[src/hw/rtl/rcbp_pkg.sv]
`timescale 1ns / 1ps
// rcbp_pkg: widths, types, register codes and saturation helpers of the rc band-pass block
// used by the interfaces, the serial multiplier, the top level and the checker
package rcbp_pkg;

  localparam int SAMPLE_WIDTH  = 16;
  localparam int FRACTION_BITS = 8;
  localparam int FACTOR_WIDTH  = 16;

  localparam int STATE_WIDTH   = SAMPLE_WIDTH + FRACTION_BITS;
  localparam int MAG_WIDTH     = STATE_WIDTH + 2;
  localparam int CFG_WIDTH     = FACTOR_WIDTH;
  localparam int CFG_IDX_WIDTH = 2;
  localparam int CNT_WIDTH     = $clog2(FACTOR_WIDTH + 1);

  typedef logic signed [SAMPLE_WIDTH-1:0] sample_t;
  typedef logic signed [STATE_WIDTH-1:0]  state_t;
  typedef logic signed [MAG_WIDTH-1:0]    wide_t;
  typedef logic        [MAG_WIDTH-1:0]    mag_t;
  typedef logic        [FACTOR_WIDTH-1:0] factor_t;
  typedef logic        [CNT_WIDTH-1:0]    cnt_t;

  localparam factor_t HP_FACTOR_RESET = FACTOR_WIDTH'(65000);
  localparam factor_t LP_FACTOR_RESET = FACTOR_WIDTH'(20000);

  localparam state_t  STATE_MAX  = {1'b0, {(STATE_WIDTH-1){1'b1}}};
  localparam state_t  STATE_MIN  = {1'b1, {(STATE_WIDTH-1){1'b0}}};
  localparam sample_t SAMPLE_MAX = {1'b0, {(SAMPLE_WIDTH-1){1'b1}}};
  localparam sample_t SAMPLE_MIN = {1'b1, {(SAMPLE_WIDTH-1){1'b0}}};

  localparam logic [STATE_WIDTH:0] ROUND_ADD =
    (STATE_WIDTH+1)'((64'd1 << FRACTION_BITS) >> 1);

  typedef enum logic [CFG_IDX_WIDTH-1:0] {
    CFG_HP_FACTOR = 2'd0,
    CFG_LP_FACTOR = 2'd1,
    CFG_BYPASS    = 2'd2
  } cfg_idx_e;

  typedef struct packed {
    logic    start;
    mag_t    mag;
    factor_t factor;
  } smul_req_t;

  typedef struct packed {
    logic done;
    mag_t q;
  } smul_rsp_t;

  function automatic state_t sat_state(input wide_t v);
    wide_t hi;
    wide_t lo;
    hi = MAG_WIDTH'(STATE_MAX);
    lo = MAG_WIDTH'(STATE_MIN);
    if (v > hi) begin
      return STATE_MAX;
    end else if (v < lo) begin
      return STATE_MIN;
    end
    return v[STATE_WIDTH-1:0];
  endfunction

  // round to nearest with ties away from zero, then saturate to the sample width
  function automatic sample_t round_out(input state_t v);
    logic signed [STATE_WIDTH:0]   ve;
    logic        [STATE_WIDTH:0]   m;
    logic        [STATE_WIDTH:0]   r;
    logic signed [STATE_WIDTH+1:0] s;
    logic signed [STATE_WIDTH+1:0] hi;
    logic signed [STATE_WIDTH+1:0] lo;
    ve = (STATE_WIDTH+1)'(v);
    m  = ve[STATE_WIDTH] ? $unsigned(-ve) : $unsigned(ve);
    r  = (m + ROUND_ADD) >> FRACTION_BITS;
    s  = $signed({1'b0, r});
    if (ve[STATE_WIDTH]) begin
      s = -s;
    end
    hi = (STATE_WIDTH+2)'(SAMPLE_MAX);
    lo = (STATE_WIDTH+2)'(SAMPLE_MIN);
    if (s > hi) begin
      return SAMPLE_MAX;
    end else if (s < lo) begin
      return SAMPLE_MIN;
    end
    return s[SAMPLE_WIDTH-1:0];
  endfunction

endpackage

[src/hw/rtl/rcbp_if.sv]
`timescale 1ns / 1ps
// rcbp_in_if, rcbp_out_if: valid/ready channels for input and result items
// depends on rcbp_pkg for the sample type
interface rcbp_in_if;
  import rcbp_pkg::*;

  logic    valid;
  logic    ready;
  sample_t sample_in;

  modport source (output valid, output sample_in, input ready);
  modport sink (input valid, input sample_in, output ready);
endinterface

interface rcbp_out_if;
  import rcbp_pkg::*;

  logic    valid;
  logic    ready;
  sample_t sample_out;

  modport source (output valid, output sample_out, input ready);
  modport sink (input valid, input sample_out, output ready);
endinterface

[src/hw/rtl/rcbp_smul.sv]
`timescale 1ns / 1ps
// rcbp_smul: serial-parallel multiplier, one factor bit per cycle, rounded q0 product
// depends on rcbp_pkg for widths and the request and response structs
module rcbp_smul (
  input  logic                clk_i,
  input  logic                rst_ni,
  input  rcbp_pkg::smul_req_t req_i,
  output rcbp_pkg::smul_rsp_t rsp_o
);
  import rcbp_pkg::*;

  logic           busy_q, busy_d;
  logic           done_q, done_d;
  cnt_t           cnt_q, cnt_d;
  mag_t           mag_q;
  factor_t        fac_q;
  mag_t           acc_q;
  logic           rbit_q;
  logic [MAG_WIDTH:0] sum;

  assign sum = {1'b0, acc_q} + (fac_q[0] ? {1'b0, mag_q} : '0);

  always_comb begin
    busy_d = busy_q;
    done_d = done_q;
    cnt_d  = cnt_q;
    if (req_i.start) begin
      busy_d = 1'b1;
      done_d = 1'b0;
      cnt_d  = CNT_WIDTH'(FACTOR_WIDTH);
    end else if (busy_q) begin
      cnt_d = cnt_q - 1'b1;
      if (cnt_q == CNT_WIDTH'(1)) begin
        busy_d = 1'b0;
        done_d = 1'b1;
      end
    end
  end

  always_ff @(posedge clk_i or negedge rst_ni) begin
    if (!rst_ni) begin
      busy_q <= 1'b0;
      done_q <= 1'b0;
      cnt_q  <= '0;
    end else begin
      busy_q <= busy_d;
      done_q <= done_d;
      cnt_q  <= cnt_d;
    end
  end

  // partial product shifts right, the last bit out is the rounding bit
  always_ff @(posedge clk_i) begin
    if (req_i.start) begin
      mag_q  <= req_i.mag;
      fac_q  <= req_i.factor;
      acc_q  <= '0;
      rbit_q <= 1'b0;
    end else if (busy_q) begin
      fac_q  <= fac_q >> 1;
      acc_q  <= sum[MAG_WIDTH:1];
      rbit_q <= sum[0];
    end
  end

  assign rsp_o.done = done_q;
  assign rsp_o.q    = acc_q + MAG_WIDTH'(rbit_q);

endmodule

[src/hw/rtl/rc_bandpass_filter_step.sv]
`timescale 1ns / 1ps
// rc_bandpass_filter_step: first-order rc high-pass then low-pass on signed samples
// depends on rcbp_pkg, rcbp_in_if, rcbp_out_if and rcbp_smul
//
// Usage
//   in_i carries one signed sample per item, out_o one band-passed sample per item.
//   An item is taken when valid and ready are both high. The block works on one
//   item at a time: in_i.ready is high only while the filter is idle.
//   A filtered item passes, for each of the two stages, a difference step, the
//   shared bit-serial multiplier (16 factor bits, one per cycle), a sign step and
//   an update step; then the output register is loaded. In bypass an item goes
//   straight to the output register and the filter state is left alone. The next
//   item can be taken while a result still waits in the output register.
//   If out_o.ready stays low the result holds in the output register; a further
//   finished result waits in the engine until the register frees.
//   Reset clears the filter state, loads the factor defaults (65000, 20000) and
//   clears bypass. Configuration is written through cfg_we_i / cfg_idx_i /
//   cfg_data_i while the block is idle; the user is bound to this, and the block
//   itself does not enforce it. Unknown indexes are ignored.
module rc_bandpass_filter_step (
  input  logic                                 clk_i,
  input  logic                                 rst_ni,
  input  logic                                 cfg_we_i,
  input  logic [rcbp_pkg::CFG_IDX_WIDTH-1:0]   cfg_idx_i,
  input  logic [rcbp_pkg::CFG_WIDTH-1:0]       cfg_data_i,
  rcbp_in_if.sink                              in_i,
  rcbp_out_if.source                           out_o
);
  import rcbp_pkg::*;

  typedef enum logic [9:0] {
    ST_IDLE    = 10'b00_0000_0001,
    ST_DIFF_HP = 10'b00_0000_0010,
    ST_MUL_HP  = 10'b00_0000_0100,
    ST_SIGN_HP = 10'b00_0000_1000,
    ST_UPD_HP  = 10'b00_0001_0000,
    ST_DIFF_LP = 10'b00_0010_0000,
    ST_MUL_LP  = 10'b00_0100_0000,
    ST_SIGN_LP = 10'b00_1000_0000,
    ST_UPD_LP  = 10'b01_0000_0000,
    ST_EMIT    = 10'b10_0000_0000
  } state_e;

  state_e    state_q, state_d;
  factor_t   hp_factor_q, lp_factor_q;
  logic      bypass_q;
  sample_t   prev_q;
  state_t    hp_q, lp_q;
  sample_t   x_q;
  logic      byp_item_q;
  logic      sign_q;
  wide_t     qs_q;
  logic      out_valid_q;
  sample_t   out_q;

  logic                    in_take;
  logic                    out_free;
  logic signed [SAMPLE_WIDTH:0] x_diff;
  wide_t                   diff;
  smul_req_t               mul_req;
  smul_rsp_t               mul_rsp;

  assign in_i.ready = (state_q == ST_IDLE);
  assign in_take    = in_i.valid && (state_q == ST_IDLE);
  assign out_free   = !out_valid_q || out_o.ready;

  assign out_o.valid      = out_valid_q;
  assign out_o.sample_out = out_q;

  assign x_diff = (SAMPLE_WIDTH+1)'(x_q) - (SAMPLE_WIDTH+1)'(prev_q);

  always_comb begin
    if (state_q == ST_DIFF_LP) begin
      diff = MAG_WIDTH'(hp_q) - MAG_WIDTH'(lp_q);
    end else begin
      diff = MAG_WIDTH'(hp_q) + (MAG_WIDTH'(x_diff) <<< FRACTION_BITS);
    end
  end

  assign mul_req.start  = (state_q == ST_DIFF_HP) || (state_q == ST_DIFF_LP);
  assign mul_req.mag    = diff[MAG_WIDTH-1] ? $unsigned(-diff) : $unsigned(diff);
  assign mul_req.factor = (state_q == ST_DIFF_LP) ? lp_factor_q : hp_factor_q;

  rcbp_smul u_smul (
    .clk_i  (clk_i),
    .rst_ni (rst_ni),
    .req_i  (mul_req),
    .rsp_o  (mul_rsp)
  );

  always_comb begin
    state_d = state_q;
    case (state_q)
      ST_IDLE: begin
        if (in_take) begin
          state_d = bypass_q ? ST_EMIT : ST_DIFF_HP;
        end
      end
      ST_DIFF_HP: state_d = ST_MUL_HP;
      ST_MUL_HP: begin
        if (mul_rsp.done) begin
          state_d = ST_SIGN_HP;
        end
      end
      ST_SIGN_HP: state_d = ST_UPD_HP;
      ST_UPD_HP:  state_d = ST_DIFF_LP;
      ST_DIFF_LP: state_d = ST_MUL_LP;
      ST_MUL_LP: begin
        if (mul_rsp.done) begin
          state_d = ST_SIGN_LP;
        end
      end
      ST_SIGN_LP: state_d = ST_UPD_LP;
      ST_UPD_LP:  state_d = ST_EMIT;
      ST_EMIT: begin
        if (out_free) begin
          state_d = ST_IDLE;
        end
      end
      default: state_d = ST_IDLE;
    endcase
  end

  always_ff @(posedge clk_i or negedge rst_ni) begin
    if (!rst_ni) begin
      state_q     <= ST_IDLE;
      hp_factor_q <= HP_FACTOR_RESET;
      lp_factor_q <= LP_FACTOR_RESET;
      bypass_q    <= 1'b0;
      prev_q      <= '0;
      hp_q        <= '0;
      lp_q        <= '0;
      out_valid_q <= 1'b0;
    end else begin
      state_q <= state_d;
      if (cfg_we_i) begin
        case (cfg_idx_e'(cfg_idx_i))
          CFG_HP_FACTOR: hp_factor_q <= cfg_data_i[FACTOR_WIDTH-1:0];
          CFG_LP_FACTOR: lp_factor_q <= cfg_data_i[FACTOR_WIDTH-1:0];
          CFG_BYPASS:    bypass_q    <= cfg_data_i[0];
          default: ;
        endcase
      end
      if (state_q == ST_UPD_HP) begin
        hp_q   <= sat_state(qs_q);
        prev_q <= x_q;
      end
      if (state_q == ST_UPD_LP) begin
        lp_q <= sat_state(MAG_WIDTH'(lp_q) + qs_q);
      end
      if (state_q == ST_EMIT && out_free) begin
        out_valid_q <= 1'b1;
      end else if (out_o.ready) begin
        out_valid_q <= 1'b0;
      end
    end
  end

  always_ff @(posedge clk_i) begin
    if (in_take) begin
      x_q        <= in_i.sample_in;
      byp_item_q <= bypass_q;
    end
    if (mul_req.start) begin
      sign_q <= diff[MAG_WIDTH-1];
    end
    if (state_q == ST_SIGN_HP || state_q == ST_SIGN_LP) begin
      qs_q <= sign_q ? -$signed(mul_rsp.q) : $signed(mul_rsp.q);
    end
    if (state_q == ST_EMIT && out_free) begin
      out_q <= byp_item_q ? x_q : round_out(lp_q);
    end
  end

endmodule

[src/flat_wrapper.sv]
// flat-port wrapper written by rule: the top's interface ports become plain ports
module rc_bandpass_filter_step_flat import rcbp_pkg::*;
  (clk_i, rst_ni, cfg_we_i, cfg_idx_i, cfg_data_i, in_i_valid, in_i_sample_in, in_i_ready, out_o_valid, out_o_sample_out, out_o_ready);
  rcbp_in_if in_i_i ();
  rcbp_out_if out_o_i ();
  input  logic clk_i;
  input  logic rst_ni;
  input  logic cfg_we_i;
  input  logic [rcbp_pkg::CFG_IDX_WIDTH-1:0] cfg_idx_i;
  input  logic [rcbp_pkg::CFG_WIDTH-1:0] cfg_data_i;
  input wire logic [$bits(in_i_i.valid)-1:0] in_i_valid;
  input wire logic [$bits(in_i_i.sample_in)-1:0] in_i_sample_in;
  output wire logic [$bits(in_i_i.ready)-1:0] in_i_ready;
  output wire logic [$bits(out_o_i.valid)-1:0] out_o_valid;
  output wire logic [$bits(out_o_i.sample_out)-1:0] out_o_sample_out;
  input wire logic [$bits(out_o_i.ready)-1:0] out_o_ready;
  assign in_i_i.valid = in_i_valid;
  assign in_i_i.sample_in = in_i_sample_in;
  assign in_i_ready = in_i_i.ready;
  assign out_o_valid = out_o_i.valid;
  assign out_o_sample_out = out_o_i.sample_out;
  assign out_o_i.ready = out_o_ready;
  rc_bandpass_filter_step u_core (.clk_i(clk_i), .rst_ni(rst_ni), .cfg_we_i(cfg_we_i), .cfg_idx_i(cfg_idx_i), .cfg_data_i(cfg_data_i), .in_i(in_i_i), .out_o(out_o_i));
endmodule
[config.mk]
export PLATFORM = sky130hd
export DESIGN_NAME = rc_bandpass_filter_step_flat
export DESIGN_NICKNAME = d
export VERILOG_FILES = /design/src/hw/rtl/rcbp_pkg.sv /design/src/hw/rtl/rcbp_if.sv /design/src/hw/rtl/rcbp_smul.sv /design/src/hw/rtl/rc_bandpass_filter_step.sv /design/src/flat_wrapper.sv
export SDC_FILE = /design/constraint.sdc
export NUM_CORES = 1
export LEC_CHECK = 0
export BUFFER_PORTS_ARGS = -buffer_cell sky130_fd_sc_hd__buf_2
export CORE_ASPECT_RATIO = 1.4
export CORE_MARGIN = 5
export CORE_UTILIZATION = 40
export DETAILED_ROUTE_END_ITERATION = 8
export GPL_TIMING_DRIVEN = 0
export PLACE_DENSITY = 0.55
export SETUP_SLACK_MARGIN = 0.02
export SYNTH_ARGS = -nofsm -noshare
export SYNTH_HDL_FRONTEND = slang
export SYNTH_SLANG_ARGS = --single-unit
[constraint.sdc]
create_clock -name clk_i -period 6.4 [get_ports clk_i]
set_input_delay 0.32 -clock clk_i [delete_from_list [all_inputs] [get_ports clk_i]]
set_output_delay 0.32 -clock clk_i [all_outputs]
set_load 0.02 [all_outputs]
==> metrics.md, run 1 <==
| Metric | Value |
|---|---|
| Critical path's slowest cell | dfrtp_1 |
| Routed Antenna Nets | 0 |
| Vias in the first global route | 15900 |
| Sink Count | 244 |
| Kind of start point of the critical path | register |
| Chip width | approximately 190 um |
| Flops & latches, synth | about 240 |
| Min Hold Slack | 0.120 ns |
| Initial Util | 40.2% |
| Type of the worst setup path | reg -> reg |
| I/O Buffers | 56 |
| Most Frequent Cell on Critical Path | clkbuf_2 |
| Final instance area | 20900 um2 |
| Htree depth | 1 |
| Row cnt | 93 |
| Clk root buf | clkbuf_16 |
| Status | finished, final reports clean |
| Max Slew Vio Count | 0 |
| Filler cell count | approximately 4400 |
| Power Dens Cells | 429 nW/um2 |
| Final Cycle Share | 94.1% |
| Cell Chain, Critical Path | clkbuf_2, buf_2, clkbuf_1, clkbuf_2, clkbuf_2, nand2_1, xnor2_1, ha_1, clkbuf_1, nand3b_1, nor4_2, or3_1, buf_2, a31oi_1, o211ai_1, nand3_1, or3_4, nor2_1, nor2_1, a31oi_2, buf_6, a221oi_2 |
| Asr flop ratio synth | between 40% and 50% |
| Slew margin rel. | between 15 and 20% |
| RePlAce Congestion | slightly below 0.9 |
| DP HPWL | 43900 um |
| Number of flops mapped to enable cells by yosys | roughly 100 |
| Core area | 45700 um2 |
| Die Height | approximately 260 um |
| WHS Path Cells | 3 |
| 1st-pass router iterations | 5 |
| RSZ-0062 raised after global routing | no |
| Mapped Nets | 2209 |
| Average wire per standard cell | 19.8 um |
| Reg2reg setup slack | approximately 0.38 ns |
| Post-synth top area share | 16.6% |
| Final setup viols | 0 |
| Placed cell areas | 19500 um2 |
| Largest net degree at the start of global routing | 88 |
| Worst r2r src | u_core.lp_q[23] |
| Top_reg_cell synth | edfxtp_1 |
| Sequential share of the synthesized area | 35.3% |
| Largest delay share family, worst path | buffers and inverters |
| Full die area | 50500 um2 |
| CP Data Required Time | 6.71 ns |
| FF-to-FF End | u_core.out_o.sample_out[10] |
| Post-Syn Instances | 2049 |
| Max FO, Critical Path | 10 |
| CTS tree | yes |
| Cell Area, Synth | about 18000 um2 |
| Static leakage | 8.88 nW |
| Number of warnings issued by yosys | 0 |
| GRT Util Overall | 21.4% |
| N_diodes | 0 |
| Detailed-route DRC error count | 0 |
| Grt ovf | 0 |
| Worst hold endpoint | u_core.bypass_q |
| CTS buffer count | 28 |
| Worst-path clk slew | 0.07 ns |
| Starting DRC count in detailed routing | around 1000 |
| Hold Crit Class | in -> reg |
| Area Overhead vs Synth | 13.8% |
| First-pass GRT wire length | 86600 um |
| Nets | roughly 2300 |
| Measured slew at the worst slew-check pin | 1.23 ns |
| Final Hold Fails | 0 |
| Worst Skew | ~0.035 ns |
| Worst Hold Launch | cfg_idx_i[0] |
| IO Count | 57 |
| Dominant cell type by area after synthesis | edfxtp_1 |
| R2R cell count | 22 |
| Syn_area_per_cell | 8.98 um2 |
| Fmax | ~170 MHz |
| Avg Vias per Cell | around 5.6 |
| Routed WL | approximately 56000 um |
| Max-cap viol count | 0 |
| Worst path bufs/invs | 8 |
| Crit-path max cell delay | roughly 0.56 ns |
| Commonest cells in the netlist | nand2_1, a21oi_1, nor2_1 |
| Crit path capture type | register |
| VDD IR-drop max | approximately 0.24 mV |
| Antenna violations before repair | 0 |
| WP data arrival | 6.33 ns |
| Layout cells sized above 1 | 10.7% |
| Vias | approximately 16000 |
| Distinct cells, synth | 94 |
| Clk Latency, worst-skew pair | 0.60 ns |
| Largest cells by area after synthesis | edfxtp_1, dfrtp_1, ha_1, xnor2_1, a21oi_1 |
| Clk buf depth | 3 |
| Fin crit period | around 6.0 ns |
| Count leader, synth | nand2_1 |
power breakdown:
part           internal, mW  switching, mW  leakage (nW)
clock network          1.12          0.711         0.512
registers              2.15          0.342          2.66
logic                  1.97           2.69          5.71
through the flow:
step                      power [mW]  instances  TNS, ns  util (%)  setup WS (ns)
after global routing            9.68       2812        0      45.8         0.0245
after CTS                       9.02       2812        0      45.7          0.131
after global placement          7.06       2722    -3.07      42.5         -0.264
final                           8.99       2812        0      45.8          0.378
after floorplan                 5.99       2049        0         -           1.05
after detailed placement        7.11       2725    -3.26      42.7         -0.279
how the worst max path moves through the flow:
stage	from	endpoint	slack [ns]	depth (start not counted)
floorplan	u_core.x_q[0]	u_core.u_smul.mag_q[24]	1.05	25
global placement	u_core.lp_q[23]	u_core.out_o.sample_out[11]	-0.26	21
detailed placement	u_core.lp_q[23]	u_core.out_o.sample_out[10]	-0.28	22
CTS	u_core.x_q[0]	u_core.u_smul.mag_q[24]	0.13	25
global route	u_core.x_q[0]	u_core.u_smul.mag_q[24]	0.02	25
finish	u_core.lp_q[23]	u_core.out_o.sample_out[10]	0.38	22
metal layers:
metal / vias to the layer above / track usage, % / wire [um]
met5: - / 0 / 0
met4: 0 / 9.54 / 2630
met3: 114 / 1.74 / 1780
met2: 384 / 40.6 / 29400
met1: 7623 / 24.1 / 21900
li1: 7751 / - / -
tightest hold or removal path, delay by kind of cell:
family | cells | cell delay, ns
muxes | 1 | 0.21
buffers and inverters | 1 | 0.10
and+or+nand+nor | 1 | 0.05
cells in the final DEF (no fill, tap or decap), types with 22 or more instances in the layout:
cell type      Yosys  routed
a21o_1            45      45
a21oi_1          161     160
a221o_1           23      23
a31oi_1           27      27
and2_1            36      36
buf_2              8      64
clkbuf_1          68      67
clkbuf_16          0      30
dfrtp_1           98      98
dfxtp_1           27      27
dlygate4sd3_1      0      35
edfxtp_1         102     102
ha_1             116     116
inv_1            115     115
mux2_2            38      38
mux2i_1           42      42
nand2_1          165     165
nand2b_1          25      25
nand3_1           50      50
nor2_1           158     158
nor2b_1           22      22
nor3_1            49      49
o21ai_0          123     122
or3_1             22      22
xnor2_1          111     111
xor2_1            64      64
registers in the layout (all words and copies together), names as in the netlist, 24 cells and up:
signal               flops
u_core.u_smul.mag_q     26
u_core.qs_q             26
u_core.lp_q             24
u_core.hp_q             24
u_core.u_smul.acc_q     26
cell families after synthesis:
| logic type | synth area share [%] |
|---|---|
| xor+xnor | 8.54 |
| buf+inv | 4.40 |
| simple gates | 17.6 |
| compound gates | 21.1 |
| fa+ha+maj | 8.43 |
| flops | 35.3 |
| mux | 4.61 |
area by class of cell:
class                      count  area (um2)  share of cell area, %
tap                          617         772                   3.69
multi-input combinational   1597       11100                   53.1
clock buffer                  36         793                   3.79
inverter                     116         435                   2.08
buffer                        92         382                   1.82
clock inverter                16         263                   1.25
timing repair buffer          94         679                   3.24
sequential                   244        6500                   31.0
timing repair:
action,CTS,global route
endpoints found under the setup margin,15,35
setup buffers,0,0
hold buffers,35,0
hold endpoints to repair,79,0
resized for setup,2,11
cloned,0,0
pin swaps,0,0
No activity file was read; power rests on OpenSTA's default activity.
==> run 2: changes to the inputs <==
- CORE_UTILIZATION: 40 -> 55
- PLACE_DENSITY: 0.55 -> 0.72
==> run 2 against run 1 <==
Total power shrank 3.1%. Core utilization grew 16 points. Clock power shrank 15%. Global-route usage grew 6.1 points. Hold slack lost 0.10 ns. Highest routed layer unchanged.
==> metrics.md, run 2 (synthesis gave the netlist of run 1 again) <==
| Metric | Value |
|---|---|
| Routed Antenna Nets | 0 (unchanged) |
| Die Height | 226 um (was 264 um) |
| Type of the worst setup path | reg -> reg (unchanged) |
| Starting DRC count in detailed routing | 1181 (was 1046) |
| Max-cap viol count | 0 (unchanged) |
| Sink Count | 244 (unchanged) |
| Final Hold Fails | 0 (unchanged) |
| Nets | 2322 (was 2333) |
| VDD IR-drop max | 0.303 mV (was 0.241 mV) |
| Power Dens Cells | 426 nW/um2 (was 429 nW/um2) |
| Final instance area | 20500 um2 (was 20900 um2) |
| CTS buffer count | 26 (was 28) |
| Metal-1 WL | 19900 um (was 21900 um) |
| Vias | 16000 (was 15900) |
| Clk Latency, worst-skew pair | 0.56 ns (was 0.60 ns) |
| Commonest cells after routing, fill and taps aside | nand2_1, a21oi_1, nor2_1, o21ai_0, ha_1 (unchanged) |
| Chip width | 165 um (was 191 um) |
| Full die area | 37300 um2 (was 50500 um2) |
| Comb pwr share | 53.7% (was 51.8%) |
| P_sw | 3.70 mW (was 3.74 mW) |
| Max Slew Vio Count | 0 (unchanged) |
| PnR Total Power | 8.71 mW (was 8.99 mW) |
| WL met2 | 26900 um (was 29400 um) |
| Final Util | 61.8% (was 45.8%) |
| Largest net degree at the start of global routing | 72 (was 88) |
| Placed Cells | 2552 (was 2725) |
| Static leakage | 8.76 nW (was 8.88 nW) |
| Hold Crit Class | in -> reg (unchanged) |
| Detailed-route DRC error count | 0 (unchanged) |
| Critical path's slowest cell | or4b_2 (was dfrtp_1) |
| Most common cell after layout, fill and taps aside | nand2_1 (unchanged) |
| Core area | 33100 um2 (was 45700 um2) |
| Uppermost layer routed | met4 (unchanged) |
| Row cnt | 79 (was 93) |
| Sw Ratio | 42.5% (was 41.6%) |
| Dpl ws | -0.131 ns (was -0.279 ns) |
| Worst r2r src | u_core.x_q[0] (was u_core.lp_q[23]) |
| Cell Chain, Critical Path | inv_1, ha_1, inv_1, fa_1, a21o_1, a21oi_1, o21ai_0, a21oi_1, o21ai_0, a21oi_1, nor2b_1, o21ai_0, nor2b_1, xnor2_1, ha_1, and4_1, a31o_2, xnor2_1, nor2_1, a2111oi_1, nand2_1, or4b_2, o31ai_1, mux2i_1 (was clkbuf_2, buf_2, clkbuf_1, clkbuf_2, clkbuf_2, nand2_1, xnor2_1, ha_1, clkbuf_1, nand3b_1, nor4_2, or3_1, buf_2, a31oi_1, o211ai_1, nand3_1, or3_4, nor2_1, nor2_1, a31oi_2, buf_6, a221oi_2) |
| Filler cell count | 2839 (was 4421) |
| Clk root buf | clkbuf_16 (unchanged) |
| First-pass GRT wire length | 81900 um (was 86600 um) |
| GRT Util Overall | 27.6% (was 21.4%) |
| Worst Skew | 0.0284 ns (was 0.0350 ns) |
| Status | finished, final reports clean (unchanged) |
| CP Data Required Time | 6.79 ns (was 6.71 ns) |
| Crit-path max cell delay | 0.67 ns (was 0.56 ns) |
| Final Cycle Share | 94.4% (was 94.1%) |
| RePlAce Congestion | 0.956 (was 0.882) |
| Average wire per standard cell | 19.8 um (about the same) |
| Kind of start point of the critical path | register (unchanged) |
| Reg2reg setup slack | 0.36 ns (was 0.38 ns) |
| IO Count | 57 (unchanged) |
| Fin crit period | 6.04 ns (was 6.02 ns) |
| Final setup viols | 0 (unchanged) |
| 1st-pass router iterations | 7 (was 5) |
| Worst path bufs/invs | 2 (was 8) |
| Fmax | 166 MHz (about the same) |
| Non-Filler Instances | 2629 (was 2812) |
| Routed WL | 52000 um (was 55700 um) |
| WP data arrival | 6.43 ns (was 6.33 ns) |
| RSZ-0062 raised after global routing | no (unchanged) |
| Clk buf depth | 3 (unchanged) |
| Layout cells sized above 1 | 10.6% (was 10.7%) |
| Biggest regs | u_core.qs_q x26, u_core.u_smul.acc_q x26, u_core.u_smul.mag_q x26 (unchanged) |
| Area Overhead vs Synth | 11.2% (was 13.8%) |
| Slew margin rel. | 14.5% (was 17.6%) |
| CTS tree | yes (unchanged) |
| Max FO, Critical Path | 3 (was 10) |
| Crit path capture type | register (unchanged) |
| Largest delay share family, worst path | compound AO/OA/AOI/OAI gates (was buffers and inverters) |
| Setup slack after layout | 0.361 ns (was 0.378 ns) |
| CP startpoint | u_core.x_q[0] (was u_core.lp_q[23]) |
| Clk pwr share | 18.0% (was 20.4%) |
| WL met3 | 1990 um (was 1780 um) |
| Htree depth | 1 (unchanged) |
| Antenna violations before repair | 1 (was 0) |
| Placed cell areas | 19300 um2 (was 19500 um2) |
| Avg Vias per Cell | 6.10 (was 5.64) |
| I/O Buffers | 56 (unchanged) |
| Initial Util | 55.6% (was 40.2%) |
| Grt ovf | 0 (unchanged) |
| Internal power | 5.01 mW (was 5.24 mW) |
| Measured slew at the worst slew-check pin | 1.28 ns (was 1.23 ns) |
| Worst-path clk slew | 0.06 ns (was 0.07 ns) |
| DP HPWL | 40500 um (was 43900 um) |
| Worst Hold Launch | cfg_data_i[3] (was cfg_idx_i[0]) |
| Vias in the first global route | 16000 (was 15900) |
| Reg power frac | 28.4% (was 27.8%) |
[run 2: changes by cell type in the layout (fill, tap and decap cells not counted), moves of 2 or more]
cell | before | now
clkinv_1 | 3 | 1
bufinv_16 | 6 | 3
inv_6 | 0 | 3
clkinv_2 | 4 | 7
diode_2 | 0 | 2
clkinvlp_4 | 1 | 3
clkbuf_16 | 30 | 26
dlygate4sd3_1 | 35 | 27
[run 2: worst paths after layout]
check                                          end  cells past startpoint
setup / recovery           u_core.u_smul.mag_q[24]                     24
hold / removal               u_core.lp_factor_q[3]                      2
setup reg to reg           u_core.u_smul.mag_q[24]                     24
hold reg to reg             u_core.lp_factor_q[12]                      1
max in group asynchronous        u_core.state_q[0]                      3
min in group asynchronous   u_core.u_smul.cnt_q[0]                      2
[run 2: power by group through the flow]
stage	clock [mW]	sequential [mW]	combinational, mW
global route	1.65	2.51	5.19
detailed placement	0	2.50	4.58
finish	1.56	2.47	4.67
CTS	1.58	2.47	4.64
floorplan	0	2.39	3.59
global placement	0	2.48	4.48
[run 2: final cells by class]
cell class / instances / area [um2] / share of cell area (%)
multi-input combinational: 1597 / 11100 / 54.3
sequential: 244 / 6500 / 31.8
clock buffer: 30 / 676 / 3.30
timing repair buffer: 85 / 592 / 2.89
tap: 445 / 557 / 2.72
inverter: 116 / 435 / 2.13
buffer: 92 / 382 / 1.87
clock inverter: 18 / 199 / 0.972
antenna: 2 / 5.00 / 0.0245
[run 2: worst reg2reg max path, stage by stage, from the launching register on]
cell       delay (ns)
edfxtp_1         0.43
inv_1            0.14
ha_1             0.19
inv_1            0.06
fa_1             0.40
a21o_1           0.18
a21oi_1          0.23
o21ai_0          0.12
a21oi_1          0.23
o21ai_0          0.12
a21oi_1          0.22
nor2b_1          0.08
o21ai_0          0.21
nor2b_1          0.20
xnor2_1          0.17
ha_1             0.30
and4_1           0.24
a31o_2           0.24
xnor2_1          0.24
nor2_1           0.10
a2111oi_1        0.39
nand2_1          0.16
or4b_2           0.67
o31ai_1          0.31
mux2i_1          0.26
[run 2: timing repair]
item,in CTS,in global routing
hold buffers,27,0
resized for setup,1,9
endpoints found under the hold margin,60,0
setup endpoints to repair,10,22
buffers inserted,0,0
[run 2: metal layers]
layer  up-vias  GRT usage (%)
met1      7729           30.9
met2       435           50.9
met3       148           2.33
li1       7737              -
met5         -              0
met4         0           15.5
[run 2: per-stage QoR]
step / setup TNS (ns) / hold slack (ns)
2_1_floorplan: 0 / 0.0244
3_3_place_gp: 0 / 0.485
3_5_place_dp: -1.22 / 0.300
4_1_cts: 0 / 0.000386
5_1_grt: 0 / 0.0139
6_report: 0 / 0.0199
